### config.mk
export PLATFORM = sky130hd
export DESIGN_NAME = bpc_cal_regs
export DESIGN_NICKNAME = d
export VERILOG_FILES = /design/src/sv/bpc_pkg.sv /design/src/sv/bpc_cal_regs.sv
export SDC_FILE = /design/constraint.sdc
export NUM_CORES = 1
export LEC_CHECK = 0
export ABC_AREA = 0
export BUFFER_PORTS_ARGS = -buffer_cell sky130_fd_sc_hd__buf_2
export CORE_ASPECT_RATIO = 1.25
export CORE_MARGIN = 2
export CORE_UTILIZATION = 49
export DETAILED_ROUTE_END_ITERATION = 10
export GPL_TIMING_DRIVEN = 0
export PLACE_DENSITY_LB_ADDON = 0.15
export SKIP_LAST_GASP = 1
export SLEW_MARGIN = 20
export SYNTH_ARGS = -nofsm -noshare
export SYNTH_HDL_FRONTEND = slang
export SYNTH_SLANG_ARGS = --single-unit
### constraint.sdc
create_clock -name i_clk -period 1.7 [get_ports i_clk]
set_clock_uncertainty 0.15 [all_clocks]
set_input_delay 0.255 -clock i_clk [delete_from_list [all_inputs] [get_ports i_clk]]
set_output_delay 0.255 -clock i_clk [all_outputs]
set_load 0.005 [all_outputs]
### src/sv/bpc_pkg.sv
package bpc_pkg;

    typedef enum logic [2:0] {
        CFG_SENS,
        CFG_OFFSET,
        CFG_SENS_TC,
        CFG_OFFSET_TC,
        CFG_REF_TEMP,
        CFG_TEMP_COEFF
    } t_cfg_idx;

    localparam int CFG_IDX_W = 3;
    localparam int CAL_W     = 16;
    localparam int RAW_W     = 24;
    localparam int PRES_W    = 32;
    localparam int TDEC_W    = 16;

    localparam logic signed [19:0] TEMP_REF     = 20'sd2000;
    localparam logic signed [19:0] TEMP_LOW_OFS = 20'sd3500;

    // ceil(2^27 / 10): exact quotient for magnitudes below 2^26
    localparam logic [23:0] RECIP10 = 24'd13421773;

    typedef struct packed {
        logic [CAL_W-1:0] sens;
        logic [CAL_W-1:0] offset;
        logic [CAL_W-1:0] sens_tc;
        logic [CAL_W-1:0] offset_tc;
        logic [CAL_W-1:0] ref_temp;
        logic [CAL_W-1:0] temp_coeff;
    } t_cal;

    typedef struct packed {
        logic [RAW_W-1:0]    d1;
        logic signed [19:0]  temp;
        logic [17:0]         t2;
        logic signed [35:0]  off;
        logic signed [34:0]  sens;
        logic signed [37:0]  sq1;
        logic signed [39:0]  sq2;
        logic                cold;
        logic                frigid;
    } t_mid;

endpackage

### src/sv/bpc_cal_regs.sv
module bpc_cal_regs (
    input  logic                          i_clk,
    input  logic                          i_rst_n,
    input  logic                          i_valid,
    output logic                          o_ready,
    input  logic [bpc_pkg::CFG_IDX_W-1:0] i_index,
    input  logic [bpc_pkg::CAL_W-1:0]     i_data,
    output bpc_pkg::t_cal                 o_cal
);

    bpc_pkg::t_cal r_cal;

    assign o_ready = 1'b1;
    assign o_cal   = r_cal;

    always_ff @(posedge i_clk) begin
        if (!i_rst_n) begin
            r_cal <= '0;
        end else if (i_valid) begin
            unique case (bpc_pkg::t_cfg_idx'(i_index))
                bpc_pkg::CFG_SENS:       r_cal.sens       <= i_data;
                bpc_pkg::CFG_OFFSET:     r_cal.offset     <= i_data;
                bpc_pkg::CFG_SENS_TC:    r_cal.sens_tc    <= i_data;
                bpc_pkg::CFG_OFFSET_TC:  r_cal.offset_tc  <= i_data;
                bpc_pkg::CFG_REF_TEMP:   r_cal.ref_temp   <= i_data;
                bpc_pkg::CFG_TEMP_COEFF: r_cal.temp_coeff <= i_data;
                default: ;
            endcase
        end
    end

endmodule

## Yosys cells after proc, flatten, opt, wreduce, memory -nomap -nowiden

Cells that the tools add are included.

| storage, ports and cells | value |
|---|---|
| flip-flop bits (word level) | 96 |
| memory bits (writable) | 0 |
| output and inout bits | 97 |
| memories | 0 |
| bits of input ports | 22 |
| latch bits | 0 |
| bits in read-only memories | 0 |

| operators by class | value |
|---|---|
| add/subtract/negate cells | 0 |
| multipliers | 0 |
| multiplexer cells | 0 |
| equality and inequality tests | 5 |
| bitwise gates (word level) | 0 |
| shift operators | 0 |
| divide/modulo/power cells | 0 |
| order comparisons | 0 |
| reduce and logical (&&, ||, !) cells | 7 |

Operators by type and width:

| kind | count |
|---|---|
| $reduce_and A2 Y1 | 6 |
| $eq A3 B2 Y1 const B | 2 |
| $eq A3 B3 Y1 const B | 2 |
| $eq A3 B1 Y1 const B | 1 |
| $logic_not A3 Y1 | 1 |

## Depth between registers and ports, before layout

| depth | value |
|---|---|
| depth in word-level cells | 2 |
| depth in mapped cells | 4 |
| gate-level depth less buffers | 2 |

## Worst setup path before layout

No wires, ideal clock.

| timing | value |
|---|---|
| kind | input port to flip-flop |
| start point | input port i_index[1] (netlist bit) |
| end point | register r_cal (netlist bit o_cal[80]) |
| slack | 0.245 ns |
| arrival time | 1.182 ns |
| buffers on the path | 2 |
| stages | 4 |
| required time | 1.427 ns |
| cell sequence | or4b_1 > buf_6 > buf_12 > mux2i_1 |

| between the ends | value |
|---|---|
| cells in the longest elaborated chain, start to end | 2 |

Ends and longest elaborated chain:

| what | line | RTL |
|---|---|---|
| from (decl) | bpc_cal_regs.sv:6 | `input logic [bpc_pkg::CFG_IDX_W-1:0] i_index,` |
| $logic_not A3 Y1 | bpc_cal_regs.sv:20 | `unique case (bpc_pkg::t_cfg_idx'(i_index))` |
| $reduce_and A2 Y1 (no source line) | - |  |
| to (decl) | bpc_cal_regs.sv:11 | `bpc_pkg::t_cal r_cal;` |

No other way between the ends.
A chain may end at the register's enable or synchronous reset.

## Worst setup path after layout

| timing | value |
|---|---|
| start point | input port i_index[1] (netlist bit) |
| end point | register r_cal (netlist bit o_cal[94]) |

The elaborated chain is that of the path after synthesis.

==> results.py <==
metrics = {
    "cts": {
        "clkSinkCount": 96,
        "numCtsBuffers": 9,
        "max-clock-path-buffers": 2,
        "cts_max_level": 3,
        "postCtsSetupRepairBufs": 0,
        "clock_latency_ns": 0.36,
        "holdBufCountCts": 0,
        "cts_resized": 0,
        "clk_pin_slew_worst_paths_ns": 0.09,
        "cts_tree": "yes",
        "cts_root_buf": "clkbuf_8",
    },
    "worst_setup_path": {
        "path_cells": "buf_2, or4b_1, buf_6, buf_12, mux2i_1",
        "slowest_stage": "or4b_1",
        "worstSetupPathType": "input port to flop",
        "required_ns": 1.80,
        "worstSetupStartpointType": "input port",
        "reg2reg_depth": 2,
        "worst-path-buf-inv": 3,
        "cp.arrival_ns": 1.37,
        "cp_top_family": "simple AND/OR/NAND/NOR gates",
        "slowest_delay_ns": 0.54,
        "cp.depth": 5,
        "cp-end-kind": "flop",
        "cp_max_fo": 10,
    },
    "global_routing": {
        "use_met1": 0.283,
        "grtUsageTotal": 0.232,
        "grt_use_met2": 0.396,
        "grt_pass1_vias": 2743,
        "grt_remaining_overflow": 0,
        "antenna_found_initial": 0,
        "grt_max_degree": 16,
        "grt_pass1_wl_um": 13900,
        "grt-busiest-layer": "met2",
        "grt.met3_usage": 0.0559,
    },
    "yosys": {
        "synth_top_area_share": 0.548,
        "yosysMostFrequentCell": "nand2_1",
        "synth_top_cell_by_area": "dfxtp_1",
        "syn_area_mm2": 0.00351,
        "synth_area_per_cell_um2": 10.4,
        "ys_ff_latch": 96,
        "synthFlopType": "dfxtp_1",
        "synth_nets": 358,
        "synth_cell_types": 14,
        "synthCells": 336,
        "synth.area.top_cells": "dfxtp_1 55%, mux2i_1 27%, nand2_1 12%, buf_2 1.3%, clkbuf_1 1.2%",
        "synth-async-reset-ratio": 0,
        "yosys-top-cells-count": "112 x nand2_1, 96 x dfxtp_1, 96 x mux2i_1",
        "ys_seq_area_frac": 0.548,
        "synth_edf_count": 0,
        "ys_warn_count": 0,
    },
    "worst_hold_path": {
        "hold_depth": 3,
        "hp-class": "input port to flop",
    },
    "floorplan": {
        "num_rows": 34,
        "pin_count": 119,
        "die_area_mm2": 0.00785,
        "coreArea_mm2": 0.00693,
        "start_util": 0.506,
        "die_h_um": 98.6,
        "dieWidth_um": 79.7,
    },
    "sta": {
        "worst_slew_pin_slew_ns": 0.511,
        "fin_crit_ns": 1.27,
        "hold_viol_final": 0,
        "rsz0062_at_grt": "no",
        "fmax_mhz": 785,
        "slew_viol_final": 0,
        "relSlewSlack": 0.659,
        "post-route-period-util": 0.749,
        "final-setup-viol-count": 0,
        "final.setup.tns_ns": 0,
    },
    "drt": {
        "first_iter_violations": 104,
        "wl_per_cell_um": 15.5,
        "wirelength_um": 8630,
        "vias": 2752,
        "via_per_inst": 4.93,
        "ant_nets": 0,
        "first_pass_iters": 4,
        "drc": 0,
    },
    "power": {
        "power_density_mw_per_mm2": 961,
        "irDropWorstVdd_mv": 0.637,
        "leakage_nw": 2.47,
    },
    "layout": {
        "nNetsFinal": 485,
        "largest_reg_flops": 96,
        "syn2layout_area_growth_pct": 26.1,
        "num-fill-cells": 604,
        "final_core_util": 0.637,
        "drive_above_1_share": 0.310,
        "fin_cells": 558,
        "num_antenna_cells": 0,
    },
    "job": {
        "maxCapViolations": 0,
    },
    "place": {
        "placed_cells": 542,
        "gp_congestion": 0.783,
        "dp_hpwl_um": 6220,
        "port_buffers": 116,
    },
    "status": {
        "status": "completed",
    },
}
-- tightest hold or removal path, delay by kind of cell --
family / cells / cell delay [ns]
and+or+nand+nor: 1 / 0.15
muxes: 1 / 0.09
buffers and inverters: 1 / 0.11
-- layout make-up --
cell class | count | area, um^2 | share of cell area
sequential | 96 | 1920 | 0.435
multi-input combinational | 215 | 1450 | 0.327
timing repair buffer | 116 | 581 | 0.131
clock buffer | 11 | 141 | 0.0320
buffer | 25 | 136 | 0.0309
tap | 90 | 113 | 0.0255
clock inverter | 5 | 80.1 | 0.0181
-- cells in the final DEF (no fill, tap or decap), drive strengths merged --
cell type,synthesis,routed
buf,14,130
nand2,112,112
mux2i,96,96
dfxtp,96,96
clkbuf,11,22
nand4bb,2,2
nand4b,2,2
bufinv,0,2
clkinvlp,0,2
or4b,1,1
and4bb,1,1
conb,1,1
clkinv,0,1
-- layer usage --
layer	vias up	share of wire	wire, um
li1	1362	-	-
met1	1291	0.42	3640
met2	87	0.50	4320
met3	12	0.063	546
met4	0	0.014	123
met5	-	0	0
-- worst paths after layout --
kind                     startpoint                     end  slack, ns
max                      i_index[1]  o_cal[94]$_SDFFE_PN0P_       0.43
max reg2reg  o_cal[43]$_SDFFE_PN0P_  o_cal[43]$_SDFFE_PN0P_       0.90
min reg2reg  o_cal[82]$_SDFFE_PN0P_  o_cal[82]$_SDFFE_PN0P_       0.31
min                      i_data[15]  o_cal[31]$_SDFFE_PN0P_       0.13
-- power breakdown --
group	total, W	internal (W)	switching [W]	leakage [nW]
clock	0.00164	0.000867	0.000771	0.106
combinational	0.000289	0.000117	0.000172	1.59
sequential	0.00232	0.00230	0.0000246	0.777
-- per-stage QoR --
stage               hold WS (ns)  total power (W)  area (um^2)  setup slack (ns)
finish                     0.135          0.00425         4420             0.426
global route               0.169          0.00440         4420             0.401
CTS                        0.131          0.00429         4420             0.430
detailed placement         0.295          0.00267         4200            0.0448
global placement           0.288          0.00266         4200            0.0642
floorplan                  0.301          0.00253         3510             0.245
-- cells by family after synthesis --
group                  after synthesis  share of synthesized area
AND/OR/NAND/NOR                    118                      0.138
multiplexers                        96                      0.274
flip-flops                          96                      0.548
buffers and inverters               25                     0.0389
other                                1                    0.00107
Note: power is estimated with default switching activity, not from simulation.
