## src/sv/bpc_pkg.sv

```systemverilog
package bpc_pkg;

    typedef enum logic [2:0] {
        CFG_SENS,
        CFG_OFFSET,
        CFG_SENS_TC,
        CFG_OFFSET_TC,
        CFG_REF_TEMP,
        CFG_TEMP_COEFF
    } t_cfg_idx;

    localparam int CFG_IDX_W = 3;
    localparam int CAL_W     = 16;
    localparam int RAW_W     = 24;
    localparam int PRES_W    = 32;
    localparam int TDEC_W    = 16;

    localparam logic signed [19:0] TEMP_REF     = 20'sd2000;
    localparam logic signed [19:0] TEMP_LOW_OFS = 20'sd3500;

    // ceil(2^27 / 10): exact quotient for magnitudes below 2^26
    localparam logic [23:0] RECIP10 = 24'd13421773;

    typedef struct packed {
        logic [CAL_W-1:0] sens;
        logic [CAL_W-1:0] offset;
        logic [CAL_W-1:0] sens_tc;
        logic [CAL_W-1:0] offset_tc;
        logic [CAL_W-1:0] ref_temp;
        logic [CAL_W-1:0] temp_coeff;
    } t_cal;

    typedef struct packed {
        logic [RAW_W-1:0]    d1;
        logic signed [19:0]  temp;
        logic [17:0]         t2;
        logic signed [35:0]  off;
        logic signed [34:0]  sens;
        logic signed [37:0]  sq1;
        logic signed [39:0]  sq2;
        logic                cold;
        logic                frigid;
    } t_mid;

endpackage

```

## src/sv/bpc_back.sv

```systemverilog
module bpc_back (
    input  logic                              i_clk,
    input  logic                              i_rst_n,
    input  logic                              i_valid,
    output logic                              o_ready,
    input  bpc_pkg::t_mid                     i_mid,
    output logic                              o_valid,
    input  logic                              i_ready,
    output logic signed [bpc_pkg::PRES_W-1:0] o_pressure,
    output logic signed [bpc_pkg::TDEC_W-1:0] o_temperature
);

    logic [4:0] r_v;
    logic [4:0] adv;

    logic [bpc_pkg::RAW_W-1:0] r5_d1, r6_d1;
    logic signed [20:0] r5_temp_f;
    logic signed [35:0] r5_off;
    logic signed [34:0] r5_sens;
    logic signed [43:0] r5_off2, r5_sens2;
    logic signed [44:0] r6_off_f, r6_sens_f, r7_off_f, r8_off_f;
    logic [20:0]        r6_tabs;
    logic               r6_tneg, r7_tneg;
    logic [45:0]        r7_pp_lo;
    logic signed [47:0] r7_pp_hi;
    logic [44:0]        r7_qmul;
    logic signed [69:0] r8_prod;
    logic signed [18:0] r8_tdec;
    logic signed [bpc_pkg::PRES_W-1:0] r_p;
    logic signed [bpc_pkg::TDEC_W-1:0] r_t;

    logic signed [43:0] sq1_x, sq2_x, sq1_5, sq2_7, sq2_11;
    logic signed [43:0] n5_off2, n5_sens2;
    logic signed [20:0] n5_temp_f;
    logic [20:0]        n6_tabs;
    logic [17:0]        n8_tq;
    logic signed [18:0] n8_tdec;
    logic signed [69:0] n8_prod;
    logic signed [49:0] n9_pfull;
    logic signed [34:0] n9_p35;
    logic signed [bpc_pkg::PRES_W-1:0] n9_p;
    logic signed [bpc_pkg::TDEC_W-1:0] n9_t;

    always_comb begin
        adv[4] = !r_v[4] || i_ready;
        adv[3] = !r_v[3] || adv[4];
        adv[2] = !r_v[2] || adv[3];
        adv[1] = !r_v[1] || adv[2];
        adv[0] = !r_v[0] || adv[1];
    end

    assign o_ready       = adv[0];
    assign o_valid       = r_v[4];
    assign o_pressure    = r_p;
    assign o_temperature = r_t;

    always_comb begin
        sq1_x  = 44'(i_mid.sq1);
        sq2_x  = 44'(i_mid.sq2);
        sq1_5  = (sq1_x <<< 2) + sq1_x;
        sq2_7  = (sq2_x <<< 3) - sq2_x;
        sq2_11 = (sq2_x <<< 3) + (sq2_x <<< 1) + sq2_x;
        n5_off2  = '0;
        n5_sens2 = '0;
        if (i_mid.cold) begin
            n5_off2  = (sq1_5 >>> 1) + (i_mid.frigid ? sq2_7 : 44'sd0);
            n5_sens2 = (sq1_5 >>> 2) + (i_mid.frigid ? (sq2_11 >>> 1) : 44'sd0);
        end
        n5_temp_f = 21'(i_mid.temp) - (i_mid.cold ? $signed({3'b0, i_mid.t2}) : 21'sd0);

        n6_tabs = r5_temp_f[20] ? 21'(-r5_temp_f) : 21'(r5_temp_f);

        n8_prod = (70'(r7_pp_hi) <<< 22) + $signed({24'b0, r7_pp_lo});
        n8_tq   = r7_qmul[44:27];
        n8_tdec = r7_tneg ? -$signed({1'b0, n8_tq}) : $signed({1'b0, n8_tq});

        n9_pfull = 50'($signed(r8_prod[69:21])) - 50'(r8_off_f);
        n9_p35   = n9_pfull[49:15];
        if (n9_p35[34:31] == {4{n9_p35[31]}}) begin
            n9_p = n9_p35[31:0];
        end else begin
            n9_p = n9_p35[34] ? 32'sh8000_0000 : 32'sh7FFF_FFFF;
        end
        if (r8_tdec[18:15] == {4{r8_tdec[15]}}) begin
            n9_t = r8_tdec[15:0];
        end else begin
            n9_t = r8_tdec[18] ? 16'sh8000 : 16'sh7FFF;
        end
    end

    always_ff @(posedge i_clk) begin
        if (!i_rst_n) begin
            r_v <= '0;
        end else begin
            if (adv[0]) r_v[0] <= i_valid;
            if (adv[1]) r_v[1] <= r_v[0];
            if (adv[2]) r_v[2] <= r_v[1];
            if (adv[3]) r_v[3] <= r_v[2];
            if (adv[4]) r_v[4] <= r_v[3];
        end
    end

    always_ff @(posedge i_clk) begin
        if (adv[0]) begin
            r5_d1     <= i_mid.d1;
            r5_temp_f <= n5_temp_f;
            r5_off    <= i_mid.off;
            r5_sens   <= i_mid.sens;
            r5_off2   <= n5_off2;
            r5_sens2  <= n5_sens2;
        end
        if (adv[1]) begin
            r6_d1     <= r5_d1;
            r6_off_f  <= 45'(r5_off) - 45'(r5_off2);
            r6_sens_f <= 45'(r5_sens) - 45'(r5_sens2);
            r6_tabs   <= n6_tabs;
            r6_tneg   <= r5_temp_f[20];
        end
        if (adv[2]) begin
            r7_pp_lo <= r6_d1 * r6_sens_f[21:0];
            r7_pp_hi <= $signed({1'b0, r6_d1}) * $signed(r6_sens_f[44:22]);
            r7_qmul  <= r6_tabs * bpc_pkg::RECIP10;
            r7_off_f <= r6_off_f;
            r7_tneg  <= r6_tneg;
        end
        if (adv[3]) begin
            r8_prod  <= n8_prod;
            r8_off_f <= r7_off_f;
            r8_tdec  <= n8_tdec;
        end
        if (adv[4]) begin
            r_p <= n9_p;
            r_t <= n9_t;
        end
    end

endmodule

```

## config.mk

```make
export PLATFORM = sky130hd
export DESIGN_NAME = bpc_back
export DESIGN_NICKNAME = d
export VERILOG_FILES = /design/src/sv/bpc_pkg.sv /design/src/sv/bpc_back.sv
export SDC_FILE = /design/constraint.sdc
export NUM_CORES = 2
export LEC_CHECK = 0
export BUFFER_PORTS_ARGS = -buffer_cell sky130_fd_sc_hd__buf_2
export CAP_MARGIN = 15
export CORE_UTILIZATION = 70
export DETAILED_ROUTE_END_ITERATION = 8
export GPL_ROUTABILITY_DRIVEN = 0
export PLACE_DENSITY = 0.88
export SYNTH_ARGS = -nofsm -noshare
export SYNTH_HDL_FRONTEND = slang
export SYNTH_SLANG_ARGS = --single-unit
export TNS_END_PERCENT = 20
```

## constraint.sdc

```tcl
create_clock -name i_clk -period 19.1 [get_ports i_clk]
set_input_delay 2.865 -clock i_clk [delete_from_list [all_inputs] [get_ports i_clk]]
set_output_delay 2.865 -clock i_clk [all_outputs]
set_load 0.01 [all_outputs]
```

After elaboration in Yosys (flattened, before gate mapping):

Index checks and enable logic that the tools add are counted.

* flip-flop bits (word level): 712
* latch bits: 0
* bits in writable memories: 0
* memory bits (read-only): 0
* input bits: 217
* output and inout bits: 50
* logic and storage cells: 65
* memories kept: 0

* add/sub/neg operators: 13
* multipliers: 3
* divide/modulo/power cells: 0
* order comparisons: 0
* equal/unequal tests: 2
* shift-type cells: 0
* multiplexer cells: 9
* bitwise gates (word level): 0
* reduce and logical (&&, ||, !) cells: 10

Operator list (number)
* 2-to-1 mux 44 bit: 2
* adder 70 x 47 -> 70 bit: 1
* 2-to-1 mux 32 bit: 2
* subtractor 49 x 45 -> 50 bit: 1
* multiplier 25 x 23 -> 48 bit: 1
* multiplier 24 x 22 -> 46 bit: 1
* multiplier 21 x 24 -> 45 bit (second input constant): 1
* subtractor 35 x 44 -> 45 bit: 1
* subtractor 36 x 44 -> 45 bit: 1
* adder 39 x 44 -> 44 bit: 1
* adder 40 x 44 -> 44 bit: 1
* adder 43 x 41 -> 44 bit: 1
* adder 44 x 40 -> 44 bit: 1
* subtractor 43 x 40 -> 44 bit: 1
* adder 40 x 38 -> 41 bit: 1
* 2-to-1 mux 18 bit: 2
* 2-to-1 mux 16 bit: 2
* negation 21 bit: 1
* subtractor 20 x 19 -> 21 bit: 1
* 2-to-1 mux 20 bit: 1
* negation 18 -> 19 bit: 1
* equality test 3 bit: 2
* logical NOT 1 bit: 5
* logical OR 1 bit: 5

Longest topological paths before layout:

* depth after elaboration: 6
* mapped depth: 29
* mapped depth without buffers: 28

Worst setup path before layout:

No wires, ideal clock.

* kind: input-to-output
* start: input i_ready
* end: output o_ready
* arrival: 7.942 ns
* required time: 16.235 ns
* setup slack: 8.293 ns
* cell stages on the path: 3
* buffers on the path: 0
* path through: nor2b_1 and3_1 nand3_1

* cells in the longest elaborated chain, start to end: 5

Ends and longest elaborated chain
* from (decl): RTL line bpc_back.sv:8 `input logic i_ready,`
* logical OR 1 bit: RTL line bpc_back.sv:45 `adv[4] = !r_v[4] || i_ready;`
* logical OR 1 bit: RTL line bpc_back.sv:46 `adv[3] = !r_v[3] || adv[4];`
* logical OR 1 bit: RTL line bpc_back.sv:47 `adv[2] = !r_v[2] || adv[3];`
* logical OR 1 bit: RTL line bpc_back.sv:48 `adv[1] = !r_v[1] || adv[2];`
* logical OR 1 bit: RTL line bpc_back.sv:49 `adv[0] = !r_v[0] || adv[1];`
* to (decl): RTL line bpc_back.sv:5 `output logic o_ready,`

Every way passes these cells.

Final worst setup path:

* start: input i_mid[4] (netlist name)
* end: register r5_sens2[43], data pin

* cells in the longest elaborated chain, start to end: 4

Ends and longest elaborated chain
* from (decl): RTL line bpc_back.sv:6 `input bpc_pkg::t_mid i_mid,`
* adder 43 x 41 -> 44 bit: RTL line bpc_back.sv:62 `sq2_11 = (sq2_x <<< 3) + (sq2_x <<< 1) + sq2_x;`
* adder 44 x 40 -> 44 bit *: RTL line bpc_back.sv:62
* 2-to-1 mux 44 bit *: RTL line bpc_back.sv:67 `n5_sens2 = (sq1_5 >>> 2) + (i_mid.frigid ? (sq2_11 >>> 1) : 44'sd0);`
* adder 39 x 44 -> 44 bit *: RTL line bpc_back.sv:67
* to (signal assigned): RTL line bpc_back.sv:110 `r5_sens2 <= n5_sens2;`
* to (decl): RTL line bpc_back.sv:20 `logic signed [43:0] r5_off2, r5_sens2;`

Mark *: on every way between the ends. The rest lies on a longest branch, timed or not.
A chain may end at the register's enable or synchronous reset.

==> reports/results.txt <==
Number of buffers added for setup after CTS: 0
Synth top area share: 0.257
Share of post-route cells with drive strength above 1: 0.0561
Met2 Use GR: 0.627
WL per Instance: 22.3 microns
Setup crit start kind: primary input
Top_reg_cell synth: edfxtp_1
Post-synth top area cell: fa_1
Drt first-iter violations: 6946
Seq/Total Area, Yosys: 0.231
Layout net count: 10860
CTS resizes: 0
Setup tns final: 0 ns
Width of the chip: 347 microns
Core Rows: 126
YS warnings: 0
Failing checks: design-rule violations
Post-synth EDFFs: 638
Final Max Slew Viols: 0
Met3 Track Usage GR: 0.0845
Finished Cell Area: 0.0880 sq mm
GRT met1 Usage: 0.461
Ranking of synthesized cells by area: fa_1 26%, edfxtp_1 23%, ha_1 14%
TritonCTS clock tree: done
CP Max Fanout: 7
Avg Cell Area, Syn: 9.74 sq um
Final Setup Violations: 0
Synth Cell Area: 0.0833 sq mm
CTS Hold Bufs: 0
Grt total ovfl: 0
Crit path kind: primary input to flop
Inserted Clock Buffers: 68
Post-Route WL: 228 mm
Vias per cell: 6.37
Final Hold Vio Count: 0
Arrival @ worst endpoint: 9.60 ns
Die area: 0.120 sq mm
Largest net degree at the start of global routing: 77
Syn_nets: 10757
Crit end category: flop
GRT Max-Usage Layer: met2
Synth Register Bits: 643
H-tree levels: 3
Tcrit/Tclk final: 0.475
Outcome: finished with violations
Initial antenna violation count: 17
Clock buffer depth: 3
Final period demand of the worst path: 9.07 ns
CP required: 19.63 ns
Drc violations: 2
Yosys cell types: 87
Ys async rst share: 0
Clock latency on the worst-skew pair: 0.68 ns
Most common cell after layout, fill and taps aside: inv_1
Clock skew: 0.0539 ns
Max_cap viols: 0
Total Routing Usage GR: 0.383
CTS Sinks: 643
Worst slew pin tran: 1.29 ns
Hold Crit Class: flop to flop
DP Area: 0.0859 sq mm
Port-buffer cells: 266
Die Ht: 347 microns
Core ar.: 0.118 sq mm
Syn Inst Count: 8550
Slew Limit Headroom: 0.138
Post-DRT Antenna Nets: 0
Fillers: 7392
Via count: 65316
Most frequent cells in the layout: 1518 x inv_1, 1067 x fa_1, 923 x ha_1
Vias in the first global route: 68551
Reg clk slew, reported paths: 0.07 ns
Global-route wire length before repair: 359 mm
Top-Level Pins: 267
Unrepaired setup endpoints after global routing: false
Number of iterations in the first detailed-routing pass: 9
Clock root buffer: clkbuf_16
Achievable Freq: 0.110 GHz
Initial Util: 0.706
Area growth from synthesis to layout: 5.74%
Final HPWL DP: 171 mm
area by class of cell:
type,instances,area [sq um],area share
Antenna cell,9,22.5,0.000256
Clock buffer,77,1740,0.0197
Clock inverter,41,369,0.00419
Inverter,1521,5710,0.0649
Multi-Input combinational cell,6086,57200,0.650
Sequential cell,643,19300,0.219
Tap cell,1536,1920,0.0218
Timing Repair Buffer,333,1830,0.0208
state kept, by name, summed over array words and instances (netlist names), 25 cells and up:
signal,count
o_pressure,32
r5_off,36
r5_off2,44
r5_sens,35
r5_sens2,44
r6_off_f,45
r6_sens_f,45
r7_off_f,45
r7_pp_hi,48
r7_pp_lo,25
r8_off_f,45
r8_prod,49
path summary, 6_finish.rpt:
check                                    from            to  slack (ns)  cells past startpoint
worst min-delay path             r7_off_f[13]  r8_off_f[13]        0.40                      0
worst min register to register   r7_off_f[13]  r8_off_f[13]        0.40                      0
worst max register to register  r6_sens_f[33]  r7_pp_hi[43]       10.54                     26
worst max-delay path                 i_mid[4]  r5_sens2[43]       10.03                     24
per-layer routing:
layer / routed length, microns / share of wire
met3: 25200 / 0.11
met5: 57 / 0.00025
met1: 79200 / 0.35
met4: 16800 / 0.074
met2: 107000 / 0.47
critical path, cell delays in order:
cell	delay (ns)
buf_2	0.19
fa_1	0.46
ha_1	0.29
a21o_1	0.17
a21o_1	0.21
a2111oi_0	0.94
nor2_1	0.11
nor2_1	0.19
o21bai_1	0.09
a21oi_1	0.18
xnor2_1	0.07
and2_1	0.15
ha_1	0.38
a21o_1	0.19
a21o_1	0.17
a2111oi_0	0.50
o21ai_1	0.25
o221ai_1	0.58
a31o_2	0.34
o221a_2	0.26
o21ai_1	0.11
o22a_1	0.22
a2111oi_0	0.48
o21a_1	0.18
stage by stage:
stage	std cells	util	hold WS [ns]	setup slack, ns
2_1_floorplan	8550	-	0.400	8.29
6_report	10246	0.747	0.397	10.03
3_5_place_dp	10119	0.729	0.405	9.65
3_3_place_gp	10119	0.729	0.401	9.91
5_1_grt	10243	0.746	0.417	9.84
4_1_cts	10237	0.746	0.400	10.31
cell families after synthesis:
kind of cell    Yosys count  synth area share
simple gates           2272             0.135
fa+ha+maj              1990             0.395
buf+inv                1821            0.0824
compound gates         1382             0.109
flops                   643             0.231
xor+xnor                428            0.0450
mux                      14           0.00171
synthesized netlist by cell type, types with 11 or more instances:
master       n
a21o_1     257
o22ai_1     35
nand3_1     92
o21bai_1    65
and2_1     569
nor2b_1     77
a311oi_1    13
edfxtp_1   638
ha_1       923
mux2i_1     12
o41ai_1     13
xnor2_1    291
o31a_1      11
nand2_1    838
and4_1      13
inv_1     1521
nor3b_1     20
or2_2       18
nand2b_1    74
o31ai_1     25
o211ai_1    27
o21ai_0    237
a21oi_1    386
nor2_1     317
and3_1      54
nor3_1      69
a41oi_1     11
clkbuf_1   291
a31oi_1     45
nor4_1      13
o21a_1      69
a211o_1     15
a21boi_0    22
fa_1      1067
or3_1       35
a211oi_1    35
xor2_1     137
nand4_1     44
Power is not shown: default switching activity piles up to over one toggle a cycle in this logic, so the estimate is an artifact.
